## config.mk

```make
export PLATFORM = sky130hd
export DESIGN_NAME = rom_bank_mapper_flat
export DESIGN_NICKNAME = d
export VERILOG_FILES = /design/src/hdl/rbm_pkg.sv /design/src/hdl/rbm_if.sv /design/src/hdl/rbm_ctrl.sv /design/src/hdl/rbm_dp.sv /design/src/hdl/rom_bank_mapper.sv /design/src/flat_wrapper.sv
export SDC_FILE = /design/constraint.sdc
export NUM_CORES = 1
export LEC_CHECK = 0
export BUFFER_PORTS_ARGS = -buffer_cell sky130_fd_sc_hd__buf_2
export CAP_MARGIN = 20
export CORE_MARGIN = 2
export CORE_UTILIZATION = 30
export DETAILED_ROUTE_END_ITERATION = 7
export GPL_TIMING_DRIVEN = 0
export PLACE_DENSITY_LB_ADDON = 0.3
export SYNTH_ARGS = -nofsm -noshare
export SYNTH_HDL_FRONTEND = slang
export SYNTH_SLANG_ARGS = --single-unit
```

## constraint.sdc

```tcl
create_clock -name clk -period 11.4 [get_ports clk]
set_input_delay 1.14 -clock clk [delete_from_list [all_inputs] [get_ports clk]]
set_output_delay 1.14 -clock clk [all_outputs]
set_load 0.02 [all_outputs]
```

## src/hdl/rbm_pkg.sv

```systemverilog
`default_nettype none

package rbm_pkg;

  localparam int PRG_WINDOWS     = 4;
  localparam int CHR_WINDOWS     = 8;
  localparam int ROM_OFFSET_BITS = 22;

  localparam int OUT_BITS      = 22;
  localparam int PRG_BASE_BITS = 22;
  localparam int CHR_BASE_BITS = 21;
  localparam int PRG_SIZE_BITS = 23;
  localparam int CHR_SIZE_BITS = 22;
  localparam int PRG_UNIT_BITS = 13;
  localparam int CHR_UNIT_BITS = 10;
  localparam int PRG_WIN_BITS  = $clog2(PRG_WINDOWS);
  localparam int CHR_WIN_BITS  = $clog2(CHR_WINDOWS);

  localparam int ADDR_BITS = 16;
  localparam int OP_BITS   = 2;
  localparam int CODE_BITS = 2;
  localparam int SLOT_BITS = 3;
  localparam int PAGE_BITS = 9;

  // adjusted page, linear offset and its magnitude
  localparam int ADJ_BITS = 12;
  localparam int LIN_BITS = 27;
  localparam int MAG_BITS = LIN_BITS - 1;
  localparam int REM_BITS = PRG_SIZE_BITS + 1;
  localparam int CNT_BITS = $clog2(MAG_BITS + 1);
  localparam int IDX_BITS = 6;
  localparam int SH_BITS  = 5;

  localparam logic [OUT_BITS-1:0] OUT_MASK =
    OUT_BITS'((64'd1 << ROM_OFFSET_BITS) - 64'd1);

  localparam logic [PRG_SIZE_BITS-1:0] PRG_SIZE_RESET = 23'd32768;
  localparam logic [CHR_SIZE_BITS-1:0] CHR_SIZE_RESET = 22'd8192;

  localparam logic [OP_BITS-1:0] OP_XLATE_PRG = 2'd0;
  localparam logic [OP_BITS-1:0] OP_XLATE_CHR = 2'd1;
  localparam logic [OP_BITS-1:0] OP_SET_PRG   = 2'd2;
  localparam logic [OP_BITS-1:0] OP_SET_CHR   = 2'd3;

  localparam logic [CODE_BITS-1:0] PRG_CODE_BAD = 2'd3;

  localparam logic REG_PRG_SIZE = 1'b0;
  localparam logic REG_CHR_SIZE = 1'b1;

  typedef struct packed {
    logic latch;
    logic load_out;
    logic win_first;
    logic win_next;
    logic mod_load;
    logic mod_step;
    logic base_write;
  } rbm_cmd_t;

  typedef struct packed {
    logic is_xlate;
    logic set_skip;
    logic out_free;
    logic idx_ok;
    logic win_last;
    logic mod_done;
  } rbm_status_t;

endpackage

`default_nettype wire

```

## src/hdl/rbm_if.sv

```systemverilog
`default_nettype none

interface rbm_in_if;
  import rbm_pkg::*;

  logic                        valid;
  logic                        ready;
  logic [OP_BITS-1:0]          operation;
  logic [ADDR_BITS-1:0]        address;
  logic [CODE_BITS-1:0]        bank_size_code;
  logic [SLOT_BITS-1:0]        bank_slot;
  logic signed [PAGE_BITS-1:0] bank_page;

  modport source (output valid, operation, address, bank_size_code, bank_slot, bank_page,
                  input ready);
  modport sink (input valid, operation, address, bank_size_code, bank_slot, bank_page,
                output ready);
endinterface

interface rbm_out_if;
  import rbm_pkg::*;

  logic                valid;
  logic                ready;
  logic [OUT_BITS-1:0] rom_offset;

  modport source (output valid, rom_offset, input ready);
  modport sink (input valid, rom_offset, output ready);
endinterface

`default_nettype wire

```

## src/hdl/rbm_ctrl.sv

```systemverilog
`default_nettype none

module rbm_ctrl (
  input  wire logic                clk,
  input  wire logic                rst,
  input  wire logic                in_valid,
  output logic                     in_ready,
  input  wire rbm_pkg::rbm_status_t status,
  output rbm_pkg::rbm_cmd_t        cmd
);
  import rbm_pkg::*;

  localparam logic [1:0] S_IDLE  = 2'd0;
  localparam logic [1:0] S_EXEC  = 2'd1;
  localparam logic [1:0] S_WLOAD = 2'd2;
  localparam logic [1:0] S_WSTEP = 2'd3;

  logic [1:0] state;
  logic [1:0] state_next;

  always_ff @(posedge clk) begin
    if (rst) begin
      state <= S_IDLE;
    end else begin
      state <= state_next;
    end
  end

  always_comb begin
    state_next = state;
    cmd        = '0;
    in_ready   = 1'b0;
    unique case (state)
      S_IDLE: begin
        in_ready = 1'b1;
        if (in_valid) begin
          cmd.latch  = 1'b1;
          state_next = S_EXEC;
        end
      end
      S_EXEC: begin
        if (status.is_xlate) begin
          if (status.out_free) begin
            cmd.load_out = 1'b1;
            state_next   = S_IDLE;
          end
        end else if (status.set_skip) begin
          state_next = S_IDLE;
        end else begin
          cmd.win_first = 1'b1;
          state_next    = S_WLOAD;
        end
      end
      S_WLOAD: begin
        // window indexes only grow, so the first one out of range ends the set
        if (status.idx_ok) begin
          cmd.mod_load = 1'b1;
          state_next   = S_WSTEP;
        end else begin
          state_next = S_IDLE;
        end
      end
      S_WSTEP: begin
        if (!status.mod_done) begin
          cmd.mod_step = 1'b1;
        end else begin
          cmd.base_write = 1'b1;
          if (status.win_last) begin
            state_next = S_IDLE;
          end else begin
            cmd.win_next = 1'b1;
            state_next   = S_WLOAD;
          end
        end
      end
      default: begin
        state_next = S_IDLE;
      end
    endcase
  end

endmodule

`default_nettype wire

```

## src/hdl/rbm_dp.sv

```systemverilog
`default_nettype none

module rbm_dp (
  input  wire logic                                  clk,
  input  wire logic                                  rst,
  input  wire logic [rbm_pkg::OP_BITS-1:0]           operation,
  input  wire logic [rbm_pkg::ADDR_BITS-1:0]         address,
  input  wire logic [rbm_pkg::CODE_BITS-1:0]         bank_size_code,
  input  wire logic [rbm_pkg::SLOT_BITS-1:0]         bank_slot,
  input  wire logic signed [rbm_pkg::PAGE_BITS-1:0]  bank_page,
  input  wire logic [rbm_pkg::PRG_SIZE_BITS-1:0]     prg_rom_bytes,
  input  wire logic [rbm_pkg::CHR_SIZE_BITS-1:0]     chr_rom_bytes,
  output logic                                       out_valid,
  input  wire logic                                  out_ready,
  output logic [rbm_pkg::OUT_BITS-1:0]               rom_offset,
  input  wire rbm_pkg::rbm_cmd_t                     cmd,
  output rbm_pkg::rbm_status_t                       status
);
  import rbm_pkg::*;

  // latched item
  logic [OP_BITS-1:0]          op_q;
  logic [ADDR_BITS-1:0]        addr_q;
  logic [CODE_BITS-1:0]        code_q;
  logic [SLOT_BITS-1:0]        slot_q;
  logic signed [PAGE_BITS-1:0] page_q;

  logic [PRG_BASE_BITS-1:0] prg_base [PRG_WINDOWS];
  logic [CHR_BASE_BITS-1:0] chr_base [CHR_WINDOWS];

  logic [2:0]               k;
  logic [MAG_BITS-1:0]      mag_q;
  logic                     neg_q;
  logic [REM_BITS-1:0]      rem;
  logic [CNT_BITS-1:0]      cnt;

  logic                      is_prg;
  logic [PRG_SIZE_BITS-1:0]  modulus;
  logic [2:0]                win_m1;
  logic [IDX_BITS-1:0]       idx;
  logic [SH_BITS-1:0]        unit_sh;
  logic [SH_BITS-1:0]        bank_sh;
  logic signed [ADJ_BITS-1:0] page_adj;
  logic [LIN_BITS-1:0]       page_wide;
  logic [LIN_BITS-1:0]       lin;
  logic [LIN_BITS-1:0]       lin_abs;
  logic [REM_BITS-1:0]       rem_sh;
  logic [REM_BITS-1:0]       rem_sub;
  logic [PRG_SIZE_BITS-1:0]  res;
  logic [OUT_BITS-1:0]       xlate;

  assign is_prg  = (op_q == OP_SET_PRG);
  assign modulus = is_prg ? prg_rom_bytes : PRG_SIZE_BITS'(chr_rom_bytes);
  assign win_m1  = 3'((4'd1 << code_q) - 4'd1);
  assign idx     = IDX_BITS'({3'd0, slot_q} << code_q) + IDX_BITS'(k);
  assign unit_sh = is_prg ? SH_BITS'(PRG_UNIT_BITS) : SH_BITS'(CHR_UNIT_BITS);
  assign bank_sh = unit_sh + SH_BITS'(code_q);

  // negative program page counts back from the end of the rom
  always_comb begin
    page_adj = ADJ_BITS'(page_q);
    if (is_prg && page_q < 0) begin
      page_adj = page_adj + signed'(ADJ_BITS'(prg_rom_bytes >> bank_sh));
    end
  end

  assign page_wide = LIN_BITS'(page_adj);
  assign lin       = (page_wide << bank_sh) + (LIN_BITS'(k) << unit_sh);
  assign lin_abs   = lin[LIN_BITS-1] ? (~lin + LIN_BITS'(1)) : lin;

  // one remainder bit per step
  assign rem_sh  = {rem[REM_BITS-2:0], mag_q[MAG_BITS-1]};
  assign rem_sub = rem_sh - REM_BITS'(modulus);

  // floored result for negative values, zero for a zero modulus
  always_comb begin
    if (modulus == '0) begin
      res = '0;
    end else if (neg_q && rem != '0) begin
      res = modulus - rem[PRG_SIZE_BITS-1:0];
    end else begin
      res = rem[PRG_SIZE_BITS-1:0];
    end
  end

  always_comb begin
    if (op_q == OP_XLATE_PRG) begin
      xlate = prg_base[addr_q[PRG_UNIT_BITS+PRG_WIN_BITS-1:PRG_UNIT_BITS]]
            + OUT_BITS'(addr_q[PRG_UNIT_BITS-1:0]);
    end else begin
      xlate = OUT_BITS'(chr_base[addr_q[CHR_UNIT_BITS+CHR_WIN_BITS-1:CHR_UNIT_BITS]])
            + OUT_BITS'(addr_q[CHR_UNIT_BITS-1:0]);
    end
  end

  always_comb begin
    status.is_xlate = (op_q == OP_XLATE_PRG) || (op_q == OP_XLATE_CHR);
    status.set_skip = is_prg && (code_q == PRG_CODE_BAD);
    status.out_free = !out_valid || out_ready;
    status.idx_ok   = is_prg ? (idx < IDX_BITS'(PRG_WINDOWS)) : (idx < IDX_BITS'(CHR_WINDOWS));
    status.win_last = (k == win_m1);
    status.mod_done = (cnt == '0);
  end

  always_ff @(posedge clk) begin
    if (cmd.latch) begin
      op_q   <= operation;
      addr_q <= address;
      code_q <= bank_size_code;
      slot_q <= bank_slot;
      page_q <= bank_page;
    end
    if (cmd.win_first) begin
      k <= '0;
    end else if (cmd.win_next) begin
      k <= k + 3'd1;
    end
    if (cmd.mod_load) begin
      mag_q <= lin_abs[MAG_BITS-1:0];
      neg_q <= lin[LIN_BITS-1];
      rem   <= '0;
    end else if (cmd.mod_step) begin
      mag_q <= {mag_q[MAG_BITS-2:0], 1'b0};
      rem   <= (rem_sh >= REM_BITS'(modulus)) ? rem_sub : rem_sh;
    end
    if (cmd.load_out) begin
      rom_offset <= xlate & OUT_MASK;
    end
  end

  always_ff @(posedge clk) begin
    if (rst) begin
      cnt       <= '0;
      out_valid <= 1'b0;
      for (int i = 0; i < PRG_WINDOWS; i++) begin
        prg_base[i] <= '0;
      end
      for (int i = 0; i < CHR_WINDOWS; i++) begin
        chr_base[i] <= '0;
      end
    end else begin
      if (cmd.mod_load) begin
        cnt <= CNT_BITS'(MAG_BITS);
      end else if (cmd.mod_step) begin
        cnt <= cnt - CNT_BITS'(1);
      end
      if (cmd.load_out) begin
        out_valid <= 1'b1;
      end else if (out_ready) begin
        out_valid <= 1'b0;
      end
      if (cmd.base_write) begin
        if (is_prg) begin
          prg_base[idx[PRG_WIN_BITS-1:0]] <= res[PRG_BASE_BITS-1:0];
        end else begin
          chr_base[idx[CHR_WIN_BITS-1:0]] <= res[CHR_BASE_BITS-1:0];
        end
      end
    end
  end

endmodule

`default_nettype wire

```

## src/hdl/rom_bank_mapper.sv

```systemverilog
`default_nettype none

// channel   dir  handshake      word
// in_ch     in   valid/ready    operation, address, bank_size_code, bank_slot, bank_page
// out_ch    out  valid/ready    rom_offset
// apb       in   psel/penable   prg_rom_bytes at 0x0, chr_rom_bytes at 0x4
//
// a translate is accepted, then the window lookup and add go into the output register
// a bank set is accepted, then walks each covered window in turn (load, 26 remainder
//   steps, write) in the bit-serial remainder unit; a full character set has 8 windows
// a set with its slot past the last window or a program size code three writes no window
// reset (rst, synchronous) clears all window bases and loads the default rom sizes
// the output register lets the next item in while a result waits; a translate only
//   stalls if the previous result is still not taken

module rom_bank_mapper (
  input  wire logic       clk,
  input  wire logic       rst,
  rbm_in_if.sink          in_ch,
  rbm_out_if.source       out_ch,
  input  wire logic       psel,
  input  wire logic       penable,
  input  wire logic       pwrite,
  input  wire logic [2:0] paddr,
  input  wire logic [31:0] pwdata,
  output logic [31:0]     prdata,
  output logic            pready
);
  import rbm_pkg::*;

  // rom size registers
  logic [PRG_SIZE_BITS-1:0] prg_rom_bytes;
  logic [CHR_SIZE_BITS-1:0] chr_rom_bytes;
  logic                     cfg_write;
  logic                     reg_sel;

  rbm_cmd_t    cmd;
  rbm_status_t status;

  assign pready    = 1'b1;
  assign cfg_write = psel && penable && pwrite && pready;
  // byte lanes ignored, word select only
  assign reg_sel   = paddr[2];

  always_ff @(posedge clk) begin
    if (rst) begin
      prg_rom_bytes <= PRG_SIZE_RESET;
      chr_rom_bytes <= CHR_SIZE_RESET;
    end else if (cfg_write) begin
      if (reg_sel == REG_PRG_SIZE) begin
        prg_rom_bytes <= pwdata[PRG_SIZE_BITS-1:0];
      end else begin
        chr_rom_bytes <= pwdata[CHR_SIZE_BITS-1:0];
      end
    end
  end

  assign prdata = (reg_sel == REG_PRG_SIZE) ? 32'(prg_rom_bytes) : 32'(chr_rom_bytes);

  // sequencer: accept, translate or walk the covered windows
  rbm_ctrl u_ctrl (
    .clk      (clk),
    .rst      (rst),
    .in_valid (in_ch.valid),
    .in_ready (in_ch.ready),
    .status   (status),
    .cmd      (cmd)
  );

  // item latch, window bases, remainder unit, output register
  rbm_dp u_dp (
    .clk            (clk),
    .rst            (rst),
    .operation      (in_ch.operation),
    .address        (in_ch.address),
    .bank_size_code (in_ch.bank_size_code),
    .bank_slot      (in_ch.bank_slot),
    .bank_page      (in_ch.bank_page),
    .prg_rom_bytes  (prg_rom_bytes),
    .chr_rom_bytes  (chr_rom_bytes),
    .out_valid      (out_ch.valid),
    .out_ready      (out_ch.ready),
    .rom_offset     (out_ch.rom_offset),
    .cmd            (cmd),
    .status         (status)
  );

endmodule

`default_nettype wire
```

## src/flat_wrapper.sv

```systemverilog
// flat-port wrapper written by rule: the top's interface ports become plain ports
module rom_bank_mapper_flat import rbm_pkg::*;
  (clk, rst, psel, penable, pwrite, paddr, pwdata, prdata, pready, in_ch_valid, in_ch_operation, in_ch_address, in_ch_bank_size_code, in_ch_bank_slot, in_ch_bank_page, in_ch_ready, out_ch_valid, out_ch_rom_offset, out_ch_ready);
  rbm_in_if in_ch_i ();
  rbm_out_if out_ch_i ();
  input  wire logic clk;
  input  wire logic rst;
  input  wire logic psel;
  input  wire logic penable;
  input  wire logic pwrite;
  input  wire logic [2:0] paddr;
  input  wire logic [31:0] pwdata;
  output logic [31:0] prdata;
  output logic pready;
  input wire logic [$bits(in_ch_i.valid)-1:0] in_ch_valid;
  input wire logic [$bits(in_ch_i.operation)-1:0] in_ch_operation;
  input wire logic [$bits(in_ch_i.address)-1:0] in_ch_address;
  input wire logic [$bits(in_ch_i.bank_size_code)-1:0] in_ch_bank_size_code;
  input wire logic [$bits(in_ch_i.bank_slot)-1:0] in_ch_bank_slot;
  input wire logic [$bits(in_ch_i.bank_page)-1:0] in_ch_bank_page;
  output wire logic [$bits(in_ch_i.ready)-1:0] in_ch_ready;
  output wire logic [$bits(out_ch_i.valid)-1:0] out_ch_valid;
  output wire logic [$bits(out_ch_i.rom_offset)-1:0] out_ch_rom_offset;
  input wire logic [$bits(out_ch_i.ready)-1:0] out_ch_ready;
  assign in_ch_i.valid = in_ch_valid;
  assign in_ch_i.operation = in_ch_operation;
  assign in_ch_i.address = in_ch_address;
  assign in_ch_i.bank_size_code = in_ch_bank_size_code;
  assign in_ch_i.bank_slot = in_ch_bank_slot;
  assign in_ch_i.bank_page = in_ch_bank_page;
  assign in_ch_ready = in_ch_i.ready;
  assign out_ch_valid = out_ch_i.valid;
  assign out_ch_rom_offset = out_ch_i.rom_offset;
  assign out_ch_i.ready = out_ch_ready;
  rom_bank_mapper u_core (.clk(clk), .rst(rst), .in_ch(in_ch_i), .out_ch(out_ch_i), .psel(psel), .penable(penable), .pwrite(pwrite), .paddr(paddr), .pwdata(pwdata), .prdata(prdata), .pready(pready));
endmodule
```

==> impl_metrics.env, run 1 <==
export IMPL_clk_latency_ns=0.61
export IMPL_cts_buffer_depth=3
export IMPL_combPwrFrac=0.288
export IMPL_detail_route_first_pass_iterations=5
export IMPL_wl_um=81120
export IMPL_place_congestion=0.9185
export IMPL_synth_adder_area_share=0.05356
export IMPL_cap_violations=0
export IMPL_clk_pin_slew_ns=0.06
export IMPL_crit_top_cell="buf_2"
export IMPL_vias_per_cell=5.156
export IMPL_grt_ovfl_total=0
export IMPL_fin_crit_sh=0.9589
export IMPL_critPathKind="reg2reg"
export IMPL_synthMuxAreaShare=0.1170
export IMPL_cts_hold_buf=0
export IMPL_grt_pass1_vias=20156
export IMPL_cp_data_arrival_time_ns=11.27
export IMPL_hpwl_um=61030
export IMPL_min_from="u_core.chr_rom_bytes[18]"
export IMPL_cts_sinks=421
export IMPL_slew_viol_final=0
export IMPL_finalNetCount=2997
export IMPL_rr_endpoint="u_core.u_dp.mag_q[22]"
export IMPL_synth_edf_count=336
export IMPL_r2r_cells=40
export IMPL_p_sw_frac=0.3341
export IMPL_synthDistinctLibCells=92
export IMPL_grt_pass1_wl_um=123100
export IMPL_die_h_um=299.1
export IMPL_numCtsBuffers=47
export IMPL_yosysMostFrequentCell="nor2_1"
export IMPL_synthSimpleGateAreaFrac=0.1661
export IMPL_outcome="finished, final reports clean"
export IMPL_ant_nets=0
export IMPL_power_leakage_uw=0.01155
export IMPL_die_area_um2=89430
export IMPL_wl_per_cell_um=20.22
export IMPL_timing_fmax_ghz=0.09148
export IMPL_cp_required_ns=11.74
export IMPL_critPathSlowestCell="fa_2"
export IMPL_setup_violations_final=0
export IMPL_synth_top_flop_cell="edfxtp_1"
export IMPL_cts_root_buf="clkbuf_16"
export IMPL_hold_depth=2
export IMPL_area_growth_pct=15.10
export IMPL_num_vias=20682
export IMPL_worstHoldPathType="reg2reg"
export IMPL_synth_top_area_frac=0.3863
export IMPL_synth_xor_area_frac=0.03493
export IMPL_slowest_delay_ns=0.70
export IMPL_tns_ns=0
export IMPL_startpoint_type="register"
export IMPL_cts_max_level=2
export IMPL_finClkSkew_ns=0.02270
export IMPL_reg2reg_from="u_core.u_dp.op_q[1]"
export IMPL_synth_cell_area_um2=26120
export IMPL_synth_compound_area_frac=0.1352
export IMPL_synth_area_top_cells="edfxtp_1 39%, dfxtp_1 6.5%, mux4_2 6.0%"
export IMPL_cts_tree="done"
export IMPL_antenna_found_initial=3
export IMPL_yosysTopAreaCell="edfxtp_1"
export IMPL_worst_setup_path_end_kind="register"
export IMPL_rows=108
export IMPL_start_util=0.3020
export IMPL_rsz0062_at_grt="false"
export IMPL_remaining_drc_errors=0
export IMPL_hold_end="u_core.chr_rom_bytes[18]"
export IMPL_synth_top_family_by_area="simple AND/OR/NAND/NOR gates"
export IMPL_fin_crit_ns=10.93
export IMPL_synth_seq_cells=421
export IMPL_internal_power_uw=3103
export IMPL_seqPwrFrac=0.381
export IMPL_coreArea_um2=86480
export IMPL_ioPinCount=131
export IMPL_drt_iter0_markers=1663
export IMPL_final_layout_size_suffix_gt1_frac=0.1394
export IMPL_power_switching_uw=1557
export IMPL_fin_area_um2=30060
export IMPL_utilization=0.3476
export IMPL_grt_max_degree=24
export IMPL_pwr_share_clk=0.330
export IMPL_synthCells=2629
export IMPL_netlist_top_cells_count="393 x nor2_1, 336 x edfxtp_1, 272 x nand2_1"
export IMPL_synth_warning_count=0
export IMPL_p_per_area_nw_per_um2=155.0
export IMPL_place_area_um2=28400
export IMPL_die_w_um=299.1
export IMPL_port_buffers=107
export IMPL_cp_max_fo=10
export IMPL_vdd_ir_drop_max_mv=0.1266
export IMPL_rrSetupSlack_ns=0.47
export IMPL_grt_use_total=0.1779
export IMPL_synth_async_reset_ratio=0
export IMPL_postSynthAreaPerCell_um2=9.934
export IMPL_yosysSeqAreaShare=0.4515
export IMPL_worstMarginPinSlew_ns=0.9610
export IMPL_hold_viol_final=0
export IMPL_relSlewSlack=0.3594
cell usage in the layout, fill, tap and decap left out, types with 85 or more instances in the layout:
master	instances
a21oi_1	163
dfxtp_1	85
buf_2	127
edfxtp_1	336
clkbuf_1	126
nor2_1	392
o21ai_0	111
inv_1	110
ha_1	99
nand2_1	272
mux2i_1	86
per-layer routing:
layer  part of all wire  wire length, µm  global-route usage  vias up
met5                  0                0                   0        -
met4              0.023             1882             0.04560        0
met3              0.057             4618             0.02008      110
met2               0.48            38770              0.3012      679
met1               0.44            35850              0.2420     9962
li1                   -                -                   -     9931
registers in the layout (all words and copies together), names as in the netlist, 2 cells and up, named ones only:
name                    cells
u_core.u_dp.rem            24
u_core.u_dp.mag_q          26
u_core.u_dp.k               3
u_core.chr_rom_bytes       22
u_core.u_dp.op_q            2
u_core.u_dp.code_q          2
u_core.u_dp.cnt             5
u_core.u_dp.page_q          9
u_core.u_ctrl.state         2
u_core.u_dp.slot_q          3
u_core.u_dp.chr_base      168
u_core.u_dp.prg_base       88
u_core.u_dp.rom_offset     22
u_core.prg_rom_bytes       23
u_core.u_dp.addr_q         15
stage by stage:
step                worst slack, ns  power [µW]  hold WS (ns)  std cells
finish                       0.4688        4660        0.4704       4011
global route               0.008141        4875        0.4891       4010
CTS                         0.09613        4663        0.4681       4008
detailed placement           -1.741        3122        0.4596       3920
global placement             -1.806        3116        0.4553       3904
floorplan                     1.688        2742        0.4356       2642
critical path, delay by kind of cell, from the launching register on:
family | cells | cell delay [ns]
adders and majority gates | 3 | 1.36
DFF | 1 | 0.47
xor gates and xnor gates | 2 | 0.37
buffers and inverters | 10 | 2.75
and+or+nand+nor | 7 | 1.39
muxes | 4 | 0.90
AOI/OAI and AO/OA | 14 | 3.41
worst max-delay path by stage:
stage	from	end	slack, ns	cells past startpoint
floorplan	u_core.u_dp.op_q[1]	u_core.u_dp.mag_q[22]	1.69	41
global placement	u_core.u_dp.op_q[1]	u_core.u_dp.mag_q[6]	-1.81	40
detailed placement	u_core.u_dp.op_q[1]	u_core.u_dp.mag_q[22]	-1.74	40
CTS	u_core.u_dp.op_q[1]	u_core.u_dp.mag_q[22]	0.1	40
global route	u_core.u_dp.op_q[1]	u_core.u_dp.mag_q[23]	0.008	40
finish	u_core.u_dp.op_q[1]	u_core.u_dp.mag_q[22]	0.47	40
logic make-up after synthesis:
| family | count (synthesis) |
|---|---|
| and+or+nand+nor | 965 |
| xor gates and xnor gates | 102 |
| DFF | 421 |
| AOI/OAI and AO/OA | 548 |
| adders and majority gates | 107 |
| other | 2 |
| muxes | 211 |
| buffers and inverters | 273 |
timing repair:
item,in CTS,in global routing
buffers inserted,0,0
endpoints found under the setup margin,26,26
gates cloned,0,0
gates resized for setup,13,22
final cells by class:
type / instances / area [µm²]
Inverter: 114 / 431.7
Fill cell: 8859 / 56420
Timing Repair Buffer: 125 / 809.5
Buffer: 159 / 674.4
Sequential cell: 421 / 11790
Multi-Input combinational cell: 1948 / 13360
Clock buffer: 71 / 1355
Clock inverter: 17 / 188.9
Tap cell: 1155 / 1445
Antenna cell: 1 / 2.502
power by group through the flow:
stage	combinational, µW	clock [µW]	sequential, µW
floorplan	946	0	1800
global placement	1300	0	1810
detailed placement	1310	0	1810
CTS	1320	1560	1780
global route	1470	1620	1790
finish	1340	1540	1780
(Power assumes the default switching activity.)
==> run 2, diff against run 1 <==
--- a/config.mk
+++ b/config.mk
@@ -10,3 +10,3 @@
 export CORE_MARGIN = 2
-export CORE_UTILIZATION = 30
+export CORE_UTILIZATION = 35
 export DETAILED_ROUTE_END_ITERATION = 7
--- a/constraint.sdc
+++ b/constraint.sdc
@@ -3,2 +3,2 @@
 set_output_delay 1.14 -clock clk [all_outputs]
-set_load 0.02 [all_outputs]
+set_load 0.005 [all_outputs]
==> run 2 against run 1 <==
  * Sequential share of layout area rose by 0.16 points
  * Clock power rose by 5%
  * Design area fell by 0.42%
  * Clock-buffer cell count fell by 15
  * Worst setup slack got worse by 0.043 ns
  * Die area fell by 14%
==> impl_metrics.env, run 2 (synthesis gave the netlist of run 1 again) <==
export IMPL_internal_power_uw=3177
export IMPL_seqPwrFrac=0.377
export IMPL_antenna_found_initial=1
export IMPL_die_area_um2=76820
export IMPL_grt_ovfl_total=0
export IMPL_worst_setup_path_end_kind="register"
export IMPL_startpoint_type="register"
export IMPL_timing_fmax_ghz=0.09112
export IMPL_grt_pass1_vias=20173
export IMPL_vias_per_cell=5.404
export IMPL_power_uw=4713
export IMPL_wl_per_cell_um=20.64
export IMPL_outcome="finished, final reports clean"
export IMPL_cts_max_level=2
export IMPL_critPathSlowestCell="fa_1"
export IMPL_die_w_um=277.2
export IMPL_grt_max_degree=24
export IMPL_drt_iter0_markers=1793
export IMPL_slowest_delay_ns=0.68
export IMPL_final_cell_mix="392 x nor2_1, 336 x edfxtp_1, 272 x nand2_1"
export IMPL_largestRegisters="u_core.u_dp.chr_base (168), u_core.u_dp.prg_base (88), u_core.u_dp.mag_q (26)"
export IMPL_hold_viol_final=0
export IMPL_mostFrequentLayoutCell="nor2_1"
export IMPL_cts_hold_buf=0
export IMPL_cp_data_arrival_time_ns=11.29
export IMPL_p_per_area_nw_per_um2=157.4
export IMPL_ant_nets=0
export IMPL_detail_route_first_pass_iterations=6
export IMPL_num_vias=20647
export IMPL_place_area_um2=28200
export IMPL_cp_required_ns=11.72
export IMPL_coreArea_um2=74200
export IMPL_place_congestion=0.9133
export IMPL_cp_max_fo=10
export IMPL_setup_violations_final=0
export IMPL_grt_use_total=0.2016
export IMPL_hpwl_um=59770
export IMPL_fin_area_um2=29940
export IMPL_wl_um=78860
export IMPL_final_layout_size_suffix_gt1_frac=0.1403
export IMPL_cts_buffer_depth=3
export IMPL_cp_top_family="compound AO/OA/AOI/OAI gates"
export IMPL_pwr_share_clk=0.344
export IMPL_power_switching_uw=1536
export IMPL_fin_crit_sh=0.9626
export IMPL_power_leakage_uw=0.01161
export IMPL_fin_crit_ns=10.97
export IMPL_cts_tree="done"
export IMPL_clk_latency_ns=0.62
export IMPL_remaining_drc_errors=0
export IMPL_cp_buffers_inverters=9
export IMPL_slew_viol_final=0
export IMPL_critPathKind="reg2reg"
export IMPL_regMostFlops="u_core.u_dp.chr_base"
export IMPL_worstHoldPathType="reg2reg"
export IMPL_p_sw_frac=0.3258
export IMPL_rows=100
export IMPL_clk_pin_slew_ns=0.06
export IMPL_area_growth_pct=14.62
export IMPL_nFillCells=7269
export IMPL_cap_violations=0
export IMPL_relSlewSlack=0.3632
export IMPL_cts_sinks=421
export IMPL_rsz0062_at_grt="false"
export IMPL_worstMarginPinSlew_ns=0.9518
export IMPL_finalNetCount=2996
export IMPL_grt_pass1_wl_um=120300
export IMPL_numCtsBuffers=47
export IMPL_combPwrFrac=0.279
export IMPL_cts_root_buf="clkbuf_16"
export IMPL_ioPinCount=131
export IMPL_start_util=0.3520
export IMPL_die_h_um=277.2
export IMPL_finClkSkew_ns=0.03926
export IMPL_largest_reg_flops=168
export IMPL_vdd_ir_drop_max_mv=0.1485
export IMPL_port_buffers=107
==> run 2: cell count changes in the layout (fill, tap and decap cells not counted), moves of 3 or more <==
cell,previous run,this run
clkinv_2,5,9
clkbuf_4,4,1
bufinv_16,2,7
clkbuf_2,5,8
buf_2,127,124
clkbuf_1,126,114
==> run 2: power groups by stage <==
stage | registers, µW | clock network, µW | logic, µW
2_1_floorplan | 1790 | 0 | 940
3_3_place_gp | 1810 | 0 | 1280
3_5_place_dp | 1810 | 0 | 1290
4_1_cts | 1780 | 1650 | 1300
5_1_grt | 1780 | 1700 | 1440
6_report | 1780 | 1620 | 1320
==> run 2: per-layer routing <==
layer / vias up / routed length, µm / track usage / part of all wire
li1: 9910 / - / - / -
met1: 9994 / 34360 / 0.2662 / 0.44
met2: 639 / 38160 / 0.3462 / 0.48
met3: 102 / 4490 / 0.02826 / 0.057
met4: 2 / 1843 / 0.05365 / 0.023
met5: - / 8 / 0 / 0.00010
==> run 2: path summary, 6_finish.rpt <==
path                               to  depth (start not counted)                startpoint  slack [ns]
max             u_core.u_dp.mag_q[25]                         39       u_core.u_dp.op_q[1]        0.43
min          u_core.chr_rom_bytes[15]                          2  u_core.chr_rom_bytes[15]        0.47
max reg2reg     u_core.u_dp.mag_q[25]                         39       u_core.u_dp.op_q[1]        0.43
min reg2reg  u_core.chr_rom_bytes[15]                          2  u_core.chr_rom_bytes[15]        0.47
==> run 2: per-stage QoR <==
stage               cells  utilization  hold WS (ns)  worst slack, ns  setup TNS [ns]
finish               3821       0.4035        0.4670           0.4260               0
global route         3820       0.4034        0.4864          0.05226               0
CTS                  3818       0.4024        0.4677          0.05127               0
detailed placement   3734       0.3800        0.4577           -1.299          -29.87
global placement     3718       0.3762        0.4562           -1.285          -29.35
floorplan            2642            -        0.4356            1.688               0
==> run 2: layout make-up <==
type	count	area, µm²	share of cell area
tap	969	1212	0.04050
inverter	114	431.7	0.01442
sequential	421	11790	0.3939
timing repair buffer	126	855.8	0.02859
multi-input combinational	1948	13330	0.4453
buffer	157	664.4	0.02219
antenna	1	2.502	0.00008359
clock inverter	29	397.9	0.01329
clock buffer	56	1250	0.04176
==> run 2: what timing repair did <==
| action | in CTS | in global routing |
|---|---|---|
| buffers inserted | 0 | 1 |
| pin swaps | 0 | 0 |
| endpoints found under the setup margin | 26 | 26 |
| gates resized for setup | 12 | 16 |
==> run 2: worst register-to-register path, delay by kind of cell, from the launching register on <==
kind                       cells  cell delay (ns)
xor gates and xnor gates       2             0.38
and+or+nand+nor                7             1.36
adders and majority gates      3             1.33
buffers and inverters          9             2.72
AOI/OAI and AO/OA             14             3.54
DFF                            1             0.45
muxes                          4             0.91
